### src/rtl/ivs_pkg.sv
package ivs_pkg;

   localparam int NUM_TANKS = 3;

   typedef logic [1:0] phase_type;
   localparam phase_type PH_PAUSE = 2'd0;
   localparam phase_type PH_PRE   = 2'd1;
   localparam phase_type PH_WATER = 2'd2;

   // batch position that stands for the shared pause
   localparam logic [1:0] BPOS_SHARED = 2'd3;

   localparam logic [31:0] MS_PER_MIN = 32'd60000;
   localparam logic [31:0] MS_PER_S   = 32'd1000;
   localparam logic [31:0] STAGGER_MS = 32'd30000;

   // drive word bit positions
   localparam int DRV_RET  = 3;
   localparam int DRV_FEED = 4;
   localparam int DRV_CIRC = 5;

   // register map
   localparam int CSR_IDX_W  = 3;
   localparam int CSR_DATA_W = 33;
   localparam logic [CSR_IDX_W-1:0] REG_TANK0    = 3'd0;
   localparam logic [CSR_IDX_W-1:0] REG_TANK1    = 3'd1;
   localparam logic [CSR_IDX_W-1:0] REG_TANK2    = 3'd2;
   localparam logic [CSR_IDX_W-1:0] REG_PREFLUSH = 3'd3;
   localparam logic [CSR_IDX_W-1:0] REG_BATCH    = 3'd4;
   localparam logic [CSR_IDX_W-1:0] REG_CIRC     = 3'd5;

   typedef struct packed {
      logic [NUM_TANKS-1:0][32:0] tank_times;
      logic [8:0]                 preflush;
      logic                       batch_mode;
      logic [16:0]                circulation;
   } cfg_type;

   typedef struct packed {
      logic [31:0]                now_ms;
      phase_type [NUM_TANKS-1:0]  phase;
      logic [NUM_TANKS-1:0][31:0] tstart;
      logic [1:0]                 bpos;
      logic                       bpre;
      logic [31:0]                bpause_start;
      logic                       circ_run;
      logic [31:0]                circ_start;
      logic [5:0]                 drv;
   } state_type;

   function automatic logic [31:0] secs_to_ms(input logic [7:0] s);
      return 32'(s) * MS_PER_S;
   endfunction

   function automatic logic [31:0] mins_to_ms(input logic [7:0] m);
      return 32'(m) * MS_PER_MIN;
   endfunction

   function automatic logic [31:0] open_ms(input logic [32:0] t, input logic light);
      return secs_to_ms(light ? t[7:0] : t[23:16]);
   endfunction

   function automatic logic [31:0] rest_ms(input logic [32:0] t, input logic light);
      return mins_to_ms(light ? t[15:8] : t[31:24]);
   endfunction

   // state after reset: staggered tank timers, batch in the shared pause
   function automatic state_type reset_state();
      state_type s;
      s      = '0;
      s.bpos = BPOS_SHARED;
      for (int i = 0; i < NUM_TANKS; i++) begin
         s.tstart[i] = 32'd0 - 32'(i) * STAGGER_MS;
      end
      return s;
   endfunction

endpackage

### src/rtl/ivs_if.sv
interface ivs_req_if;
   logic valid;
   logic ready;
   logic command;
   logic light_on;

   modport source (output valid, command, light_on, input ready);
   modport sink (input valid, command, light_on, output ready);
endinterface

interface ivs_rsp_if;
   logic       valid;
   logic       ready;
   logic [2:0] tank_valves;
   logic       return_valve;
   logic       feed_pump;
   logic       circulation_pump;
   logic [5:0] tank_phases;

   modport source (output valid, tank_valves, return_valve, feed_pump, circulation_pump,
                   tank_phases, input ready);
   modport sink (input valid, tank_valves, return_valve, feed_pump, circulation_pump,
                 tank_phases, output ready);
endinterface

interface ivs_csr_if;
   logic        valid;
   logic        ready;
   logic [2:0]  index;
   logic [32:0] data;

   modport source (output valid, index, data, input ready);
   modport sink (input valid, index, data, output ready);
endinterface

### src/rtl/ivs_step.sv
module ivs_step
   import ivs_pkg::*;
(
   input  cfg_type   cfg,
   input  state_type cur,
   input  logic      command,
   input  logic      light_on,
   output state_type nxt
);

   always_comb begin : step_logic
      state_type   n;
      logic        ret;
      logic        busy;
      logic        found;
      logic [1:0]  first;
      logic [31:0] el;
      logic        pre_on;
      logic [31:0] pre_ms;
      logic        any_w;
      logic        any_e;
      logic [32:0] pos_times;

      n         = cur;
      ret       = 1'b0;
      busy      = 1'b0;
      found     = 1'b0;
      first     = '0;
      el        = '0;
      any_w     = 1'b0;
      any_e     = 1'b0;
      pos_times = '0;
      pre_on    = cfg.preflush[8] && (cfg.preflush[7:0] != 8'd0);
      pre_ms    = secs_to_ms(cfg.preflush[7:0]);

      if (command) begin
         // runtime reset: pumps and circulation cycle are left alone
         for (int i = 0; i < NUM_TANKS; i++) begin
            n.drv[i]    = 1'b0;
            n.phase[i]  = PH_PAUSE;
            n.tstart[i] = cur.now_ms;
         end
         n.drv[DRV_RET]  = 1'b0;
         n.bpos          = BPOS_SHARED;
         n.bpre          = 1'b0;
         n.bpause_start  = cur.now_ms;
      end else begin
         n.now_ms = cur.now_ms + 32'd1;

         if (!cfg.batch_mode) begin
            // independent timers, tanks visited in order so later ones see
            // the phases earlier ones just took
            for (int i = 0; i < NUM_TANKS; i++) begin
               if (!cfg.tank_times[i][32]) begin
                  n.drv[i] = 1'b0;
               end else begin
                  el = n.now_ms - n.tstart[i];
                  case (n.phase[i])
                     PH_PAUSE: begin
                        if (el >= rest_ms(cfg.tank_times[i], light_on)) begin
                           busy = 1'b0;
                           for (int j = 0; j < NUM_TANKS; j++) begin
                              if (j != i && cfg.tank_times[j][32] &&
                                  (n.phase[j] == PH_PRE || n.phase[j] == PH_WATER))
                                 busy = 1'b1;
                           end
                           if (!busy) begin
                              n.tstart[i] = n.now_ms;
                              if (pre_on) begin
                                 n.phase[i] = PH_PRE;
                              end else begin
                                 n.phase[i] = PH_WATER;
                                 n.drv[i]   = 1'b1;
                              end
                           end
                        end
                     end
                     PH_PRE: begin
                        ret = 1'b1;
                        if (el >= pre_ms) begin
                           n.phase[i]  = PH_WATER;
                           n.tstart[i] = n.now_ms;
                           n.drv[i]    = 1'b1;
                        end
                     end
                     PH_WATER: begin
                        if (el >= open_ms(cfg.tank_times[i], light_on)) begin
                           n.drv[i]    = 1'b0;
                           n.phase[i]  = PH_PAUSE;
                           n.tstart[i] = n.now_ms;
                        end
                     end
                     default: ;
                  endcase
               end
            end
            n.drv[DRV_RET] = ret;
         end else begin
            for (int i = 0; i < NUM_TANKS; i++) begin
               if (2'(i) != cur.bpos) n.drv[i] = 1'b0;
            end

            if (cur.bpos >= 2'(NUM_TANKS)) begin
               // shared pause timed from tank 0
               for (int i = 0; i < NUM_TANKS; i++) begin
                  n.phase[i]  = PH_PAUSE;
                  n.tstart[i] = cur.bpause_start;
               end
               n.drv[DRV_RET] = 1'b0;
               if (n.now_ms - cur.bpause_start >= rest_ms(cfg.tank_times[0], light_on)) begin
                  for (int i = 0; i < NUM_TANKS; i++) begin
                     if (!found && cfg.tank_times[i][32]) begin
                        found = 1'b1;
                        first = 2'(i);
                     end
                  end
                  if (!found) begin
                     n.bpause_start = n.now_ms;
                  end else begin
                     n.bpos = first;
                     for (int i = 0; i < NUM_TANKS; i++) begin
                        if (2'(i) == first) begin
                           n.tstart[i] = n.now_ms;
                           if (pre_on) begin
                              n.phase[i] = PH_PRE;
                           end else begin
                              n.phase[i] = PH_WATER;
                              n.drv[i]   = 1'b1;
                           end
                        end
                     end
                     n.bpre = pre_on;
                  end
               end
            end else begin
               for (int i = 0; i < NUM_TANKS; i++) begin
                  if (2'(i) == cur.bpos) begin
                     el        = n.now_ms - cur.tstart[i];
                     pos_times = cfg.tank_times[i];
                  end
               end
               if (cur.bpre) begin
                  n.drv[DRV_RET] = 1'b1;
                  if (el >= pre_ms) begin
                     n.bpre = 1'b0;
                     for (int i = 0; i < NUM_TANKS; i++) begin
                        if (2'(i) == cur.bpos) begin
                           n.phase[i]  = PH_WATER;
                           n.tstart[i] = n.now_ms;
                           n.drv[i]    = 1'b1;
                        end
                     end
                  end
               end else begin
                  n.drv[DRV_RET] = 1'b0;
                  if (el >= open_ms(pos_times, light_on)) begin
                     // hand over to the next enabled tank, or back to the pause
                     for (int i = 0; i < NUM_TANKS; i++) begin
                        if (2'(i) == cur.bpos) n.drv[i] = 1'b0;
                        if (!found && 2'(i) > cur.bpos && cfg.tank_times[i][32]) begin
                           found = 1'b1;
                           first = 2'(i);
                        end
                     end
                     if (!found) begin
                        n.bpos         = BPOS_SHARED;
                        n.bpause_start = n.now_ms;
                     end else begin
                        n.bpos = first;
                        for (int i = 0; i < NUM_TANKS; i++) begin
                           if (2'(i) == first) begin
                              n.phase[i]  = PH_WATER;
                              n.tstart[i] = n.now_ms;
                              n.drv[i]    = 1'b1;
                           end
                        end
                     end
                  end
               end
            end
         end

         for (int i = 0; i < NUM_TANKS; i++) begin
            if (cfg.tank_times[i][32]) begin
               any_e = 1'b1;
               if (n.phase[i] == PH_WATER) any_w = 1'b1;
            end
         end
         n.drv[DRV_FEED] = any_w;

         // circulation pump run/pause cycle
         if (!cfg.circulation[16] || !any_e) begin
            n.drv[DRV_CIRC] = 1'b0;
            n.circ_run      = 1'b0;
            n.circ_start    = n.now_ms;
         end else if (!cur.circ_run) begin
            if (n.now_ms - cur.circ_start >= mins_to_ms(cfg.circulation[15:8])) begin
               n.circ_run      = 1'b1;
               n.circ_start    = n.now_ms;
               n.drv[DRV_CIRC] = 1'b1;
            end
         end else if (n.now_ms - cur.circ_start >= secs_to_ms(cfg.circulation[7:0])) begin
            n.circ_run      = 1'b0;
            n.circ_start    = n.now_ms;
            n.drv[DRV_CIRC] = 1'b0;
         end
      end

      nxt = n;
   end

endmodule

### src/rtl/irrigation_valve_sequencer.sv
// a request is held in the request register, its result in the response register
// throughput: one request per cycle, the request register and the response
//    register stall together only while a response waits to be taken
// reset (synchronous, active high): control, state and configuration registers
//    cleared, tank timers staggered by thirty seconds, batch in the shared pause,
//    all drives off
module irrigation_valve_sequencer
   import ivs_pkg::*;
(
   input  logic  clock,
   input  logic  reset,
   ivs_req_if.sink   req_if,
   ivs_rsp_if.source rsp_if,
   ivs_csr_if.sink   csr_if
);

   // configuration registers
   cfg_type cfg_ff;
   cfg_type cfg_in;

   // request register
   logic in_vld_ff, in_vld_in;
   logic in_cmd_ff, in_cmd_in;
   logic in_light_ff, in_light_in;

   // sequencing state
   state_type st_ff;
   state_type st_in;
   state_type st_step;

   // response register
   logic       rsp_vld_ff, rsp_vld_in;
   logic [2:0] rsp_valves_ff, rsp_valves_in;
   logic       rsp_ret_ff, rsp_ret_in;
   logic       rsp_feed_ff, rsp_feed_in;
   logic       rsp_circ_ff, rsp_circ_in;
   logic [5:0] rsp_phases_ff, rsp_phases_in;

   logic advance;
   logic req_take;

   // the held request moves on whenever the response slot is free or emptying
   assign advance  = in_vld_ff && (!rsp_vld_ff || rsp_if.ready);
   assign req_if.ready = !in_vld_ff || advance;
   assign req_take = req_if.valid && req_if.ready;

   // configuration port never stalls
   assign csr_if.ready = 1'b1;

   always_comb begin
      cfg_in = cfg_ff;
      if (csr_if.valid) begin
         unique case (csr_if.index)
            REG_TANK0:    cfg_in.tank_times[0] = csr_if.data;
            REG_TANK1:    cfg_in.tank_times[1] = csr_if.data;
            REG_TANK2:    cfg_in.tank_times[2] = csr_if.data;
            REG_PREFLUSH: cfg_in.preflush      = csr_if.data[8:0];
            REG_BATCH:    cfg_in.batch_mode    = csr_if.data[0];
            REG_CIRC:     cfg_in.circulation   = csr_if.data[16:0];
            default: ;    // unmapped indexes are dropped
         endcase
      end
   end

   // request register loads on take, empties once it has been evaluated
   always_comb begin
      in_vld_in   = in_vld_ff;
      in_cmd_in   = in_cmd_ff;
      in_light_in = in_light_ff;
      if (req_take) begin
         in_vld_in   = 1'b1;
         in_cmd_in   = req_if.command;
         in_light_in = req_if.light_on;
      end else if (advance) begin
         in_vld_in = 1'b0;
      end
   end

   // one tick or runtime reset evaluated in a single pass
   ivs_step u_step (
      .cfg      (cfg_ff),
      .cur      (st_ff),
      .command  (in_cmd_ff),
      .light_on (in_light_ff),
      .nxt      (st_step)
   );

   assign st_in = advance ? st_step : st_ff;

   always_comb begin
      rsp_vld_in    = rsp_vld_ff;
      rsp_valves_in = rsp_valves_ff;
      rsp_ret_in    = rsp_ret_ff;
      rsp_feed_in   = rsp_feed_ff;
      rsp_circ_in   = rsp_circ_ff;
      rsp_phases_in = rsp_phases_ff;
      if (advance) begin
         rsp_vld_in    = 1'b1;
         rsp_valves_in = st_step.drv[2:0];
         rsp_ret_in    = st_step.drv[DRV_RET];
         rsp_feed_in   = st_step.drv[DRV_FEED];
         rsp_circ_in   = st_step.drv[DRV_CIRC];
         rsp_phases_in = 6'(st_step.phase);
      end else if (rsp_if.ready) begin
         rsp_vld_in = 1'b0;
      end
   end

   always_ff @(posedge clock) begin
      if (reset) begin
         cfg_ff      <= '0;
         in_vld_ff   <= 1'b0;
         in_cmd_ff   <= 1'b0;
         in_light_ff <= 1'b0;
         rsp_vld_ff  <= 1'b0;
         // tanks start staggered so they do not all open together
         st_ff       <= reset_state();
      end else begin
         cfg_ff      <= cfg_in;
         in_vld_ff   <= in_vld_in;
         in_cmd_ff   <= in_cmd_in;
         in_light_ff <= in_light_in;
         rsp_vld_ff  <= rsp_vld_in;
         st_ff       <= st_in;
      end
   end

   // response payload, no reset needed
   always_ff @(posedge clock) begin
      rsp_valves_ff <= rsp_valves_in;
      rsp_ret_ff    <= rsp_ret_in;
      rsp_feed_ff   <= rsp_feed_in;
      rsp_circ_ff   <= rsp_circ_in;
      rsp_phases_ff <= rsp_phases_in;
   end

   assign rsp_if.valid            = rsp_vld_ff;
   assign rsp_if.tank_valves      = rsp_valves_ff;
   assign rsp_if.return_valve     = rsp_ret_ff;
   assign rsp_if.feed_pump        = rsp_feed_ff;
   assign rsp_if.circulation_pump = rsp_circ_ff;
   assign rsp_if.tank_phases      = rsp_phases_ff;

`ifndef SYNTHESIS
   // a tick advances the millisecond clock by exactly one
   a_tick_counts: assert property (@(posedge clock) disable iff (reset)
      advance && !in_cmd_ff |=> st_ff.now_ms == $past(st_ff.now_ms) + 32'd1)
      else $error("millisecond clock did not advance on tick");

   // nothing held and nothing waiting means no response appears
   a_no_phantom: assert property (@(posedge clock) disable iff (reset)
      !in_vld_ff && !rsp_vld_ff |=> !rsp_vld_ff)
      else $error("response without request");

   // while batch sits in the shared pause every valve is closed
   a_batch_pause: assert property (@(posedge clock) disable iff (reset)
      advance && cfg_ff.batch_mode |=> st_ff.bpos != BPOS_SHARED ||
      (st_ff.drv[2:0] == 3'b000 && !st_ff.drv[DRV_RET]))
      else $error("valve open during shared batch pause");
`endif

endmodule

### src/flat_wrapper.sv
// flat-port wrapper written by rule: the top's interface ports become plain ports
module irrigation_valve_sequencer_flat import ivs_pkg::*;
  (clock, reset, req_if_valid, req_if_command, req_if_light_on, req_if_ready, rsp_if_valid, rsp_if_tank_valves, rsp_if_return_valve, rsp_if_feed_pump, rsp_if_circulation_pump, rsp_if_tank_phases, rsp_if_ready, csr_if_valid, csr_if_index, csr_if_data, csr_if_ready);
  ivs_req_if req_if_i ();
  ivs_rsp_if rsp_if_i ();
  ivs_csr_if csr_if_i ();
  input  logic clock;
  input  logic reset;
  input wire logic [$bits(req_if_i.valid)-1:0] req_if_valid;
  input wire logic [$bits(req_if_i.command)-1:0] req_if_command;
  input wire logic [$bits(req_if_i.light_on)-1:0] req_if_light_on;
  output wire logic [$bits(req_if_i.ready)-1:0] req_if_ready;
  output wire logic [$bits(rsp_if_i.valid)-1:0] rsp_if_valid;
  output wire logic [$bits(rsp_if_i.tank_valves)-1:0] rsp_if_tank_valves;
  output wire logic [$bits(rsp_if_i.return_valve)-1:0] rsp_if_return_valve;
  output wire logic [$bits(rsp_if_i.feed_pump)-1:0] rsp_if_feed_pump;
  output wire logic [$bits(rsp_if_i.circulation_pump)-1:0] rsp_if_circulation_pump;
  output wire logic [$bits(rsp_if_i.tank_phases)-1:0] rsp_if_tank_phases;
  input wire logic [$bits(rsp_if_i.ready)-1:0] rsp_if_ready;
  input wire logic [$bits(csr_if_i.valid)-1:0] csr_if_valid;
  input wire logic [$bits(csr_if_i.index)-1:0] csr_if_index;
  input wire logic [$bits(csr_if_i.data)-1:0] csr_if_data;
  output wire logic [$bits(csr_if_i.ready)-1:0] csr_if_ready;
  assign req_if_i.valid = req_if_valid;
  assign req_if_i.command = req_if_command;
  assign req_if_i.light_on = req_if_light_on;
  assign req_if_ready = req_if_i.ready;
  assign rsp_if_valid = rsp_if_i.valid;
  assign rsp_if_tank_valves = rsp_if_i.tank_valves;
  assign rsp_if_return_valve = rsp_if_i.return_valve;
  assign rsp_if_feed_pump = rsp_if_i.feed_pump;
  assign rsp_if_circulation_pump = rsp_if_i.circulation_pump;
  assign rsp_if_tank_phases = rsp_if_i.tank_phases;
  assign rsp_if_i.ready = rsp_if_ready;
  assign csr_if_i.valid = csr_if_valid;
  assign csr_if_i.index = csr_if_index;
  assign csr_if_i.data = csr_if_data;
  assign csr_if_ready = csr_if_i.ready;
  irrigation_valve_sequencer u_core (.clock(clock), .reset(reset), .req_if(req_if_i), .rsp_if(rsp_if_i), .csr_if(csr_if_i));
endmodule
### config.mk
export PLATFORM = sky130hd
export DESIGN_NAME = irrigation_valve_sequencer_flat
export DESIGN_NICKNAME = d
export VERILOG_FILES = /design/src/rtl/ivs_pkg.sv /design/src/rtl/ivs_if.sv /design/src/rtl/ivs_step.sv /design/src/rtl/irrigation_valve_sequencer.sv /design/src/flat_wrapper.sv
export SDC_FILE = /design/constraint.sdc
export NUM_CORES = 2
export LEC_CHECK = 0
export BUFFER_PORTS_ARGS = -buffer_cell sky130_fd_sc_hd__buf_4
export CORE_ASPECT_RATIO = 0.8
export CORE_MARGIN = 3
export CORE_UTILIZATION = 44
export CTS_CLUSTER_SIZE = 25
export DETAILED_ROUTE_END_ITERATION = 7
export PLACE_DENSITY = 0.68
export SKIP_CTS_REPAIR_TIMING = 1
export SLEW_MARGIN = 20
export SYNTH_ARGS = -nofsm -noshare
export SYNTH_HDL_FRONTEND = slang
export SYNTH_HIERARCHICAL = 1
export SYNTH_SLANG_ARGS = --single-unit
### constraint.sdc
create_clock -name clock -period 17 [get_ports clock]
set_input_delay 1.7 -clock clock [delete_from_list [all_inputs] [get_ports clock]]
set_output_delay 1.7 -clock clock [all_outputs]
set_load 0.005 [all_outputs]
==> flow_summary.toml <==
[final_layout]
nNetsFinal = 7393
layout.cells.non_filler = 7844
fillers = 11000
register_area_mm2 = 0.00712
area_growth_pct = 6.79
multi_input_area_mm2 = 0.0386
drive_above_1_share_pct = 5.96

[floorplan]
die_x_um = 382
die_y_um = 307
coreArea_mm2 = 0.111
io_pins = 58
die_area_mm2 = 0.117
initial_core_util_pct = 44.7
rows = 109

[worst_setup_path]
worst_setup_path_end_kind = "flop"
worstSetupPathType = "reg -> reg"
worst-r2r-setup-slack_ns = 5.66
cpMaxStageDelayCell = "xor2_1"
crit_arrival_ns = 11.85
startpoint_type = "flop"
critPathBufInv = 3
required_ns = 17.51
crit_top_cell = "nand2_1"
slowest_delay_ns = 0.86
worstPathMaxFanout = 31
cpLargestDelayFamily = "simple AND/OR/NAND/NOR gates"

[global_route]
grt_max_degree = 107
grt_pass1_vias = 45100
antenna_found_initial = 7
grt_overflow = 0
grtUsageTotal_pct = 29.6
grt_pass1_wl_mm = 273

[logic_synthesis]
synth_nets = 7524
postSynthCellCount = 6441
syn_area_mm2 = 0.0498
ys_warn_count = 6
avgSynthCellArea_um2 = 7.73

[detailed_routing]
first_pass_iters = 8
vias = 48600
vias_per_cell = 6.20
drt_iter0_markers = 6441
drt.antenna.violating_nets = 0
routedWlPerCell_um = 23.1
wl_mm = 181
drcViolationCount = 0

[clocking]
path_clk_slew_ns = 0.06
clk_latency_ns = 0.62
cts.sinks = 349
htreeDepth = 2
clk_path_buf_depth = 3
root_buffer = "clkbuf_16"
cts_tree = "yes"
cts_buffers = 43

[min_path]
hold_class = "reg -> reg"

[timing]
timing.final.crit_share_pct = 66.7
skew_ns = 0.0398
fmax_ghz = 0.0882
setup_violations = 0
worstMarginPinSlew_ns = 1.36
finalMaxSlewViolations = 0
rsz0062_at_grt = "false"
finalSetupTns_ns = 0
slew_headroom_pct = 8.65
hold_viol = 0
period_minus_slack_ns = 11.34

[pwr]
ir_drop_v = 0.0000672
power_per_cell_area_mw_per_mm2 = 55.9
p_leak_uw = 0.0250

[placement]
place_congestion = 0.995
hpwl_mm = 137
place_inst = 7762
io_buffers = 56

[run_status]
status = "finished clean"

[run]
max_cap_violations = 0
[worst reg2reg max path, delay by kind of cell (launching register included)]
kind	cells	cell delay, ns
AO/OA/AOI/OAI	12	3.42
flip-flops	1	0.33
AND/OR/NAND/NOR	14	4.00
XOR/XNOR	2	1.17
buffers and inverters	3	0.95
adder cells (fa/ha/maj)	3	1.40
[routing by layer]
layer | GRT usage [%] | up-vias | share of wire, %
li1 | - | 22600 | -
met4 | 8.29 | 12 | 3.0
met5 | 0.483 | - | 0.12
met1 | 43.6 | 23100 | 44
met2 | 40.8 | 2625 | 39
met3 | 9.31 | 304 | 13
[metrics by stage]
| step | cell area, um^2 | util (%) | total power, uW | hold slack, ns | setup WS (ns) |
|---|---|---|---|---|---|
| floorplan | 49800 | - | 1610 | 0.433 | 7.37 |
| global placement | 51700 | 46.4 | 1920 | 0.438 | 6.25 |
| detailed placement | 51700 | 46.4 | 1930 | 0.443 | 6.18 |
| CTS | 53200 | 47.7 | 2950 | 0.452 | 6.16 |
| global route | 53200 | 47.7 | 3110 | 0.468 | 5.36 |
| finish | 53200 | 47.7 | 2970 | 0.453 | 5.66 |
[registers in the layout, indices dropped and copies added, names as in the netlist]
| signal | count |
|---|---|
| u_core/st_ff | 207 |
| u_core/cfg_ff | 126 |
| u_core/rsp_if.tank_phases | 6 |
| u_core/rsp_if.tank_valves | 3 |
| u_core/in_cmd_ff | 1 |
| u_core/in_light_ff | 1 |
| u_core/in_vld_ff | 1 |
| u_core/rsp_if.circulation_pump | 1 |
| u_core/rsp_if.feed_pump | 1 |
| u_core/rsp_if.return_valve | 1 |
| u_core/rsp_if.valid | 1 |
[power by group]
group	switching [uW]	internal, uW
registers	32.3	843
logic	677	407
clock network	427	588
[placed cells by master, fill, tap and decap left out, types with 48 or more instances in the layout]
cell type    n
dfxtp_1    332
o21ai_0    485
xnor2_1    202
o21a_1      75
inv_1      738
and3_1      69
o21bai_1    51
nand3_1    247
buf_4      174
xor2_1      95
o22ai_1     54
nand2_1    527
nor2_1     289
a211o_1     58
ha_1       816
fa_1       224
a21oi_1    685
mux2_2      48
mux2i_1     84
nor3_1      58
a21o_1     107
a31oi_1     71
nand4_1     65
nor2b_1     56
[worst paths after layout]
path | from | to | cells past startpoint
setup / recovery | u_core/st_ff[176]$_SDFFE_PP0P_ | u_core/st_ff[160]$_SDFFE_PP1P_ | 34
hold reg to reg | u_core/cfg_ff[88]$_SDFFE_PP0P_ | u_core/cfg_ff[88]$_SDFFE_PP0P_ | 2
hold / removal | u_core/cfg_ff[88]$_SDFFE_PP0P_ | u_core/cfg_ff[88]$_SDFFE_PP0P_ | 2
setup reg to reg | u_core/st_ff[176]$_SDFFE_PP0P_ | u_core/st_ff[160]$_SDFFE_PP1P_ | 34
[final cells by class]
cell class	count	area share, %
multi-input combinational	4998	72.5
sequential	349	13.4
inverter	742	5.24
clock inverter	18	0.433
antenna	2	0.00941
tap	1498	3.52
timing repair buffer	176	2.52
clock buffer	61	2.40
(Power assumes the default switching activity.)
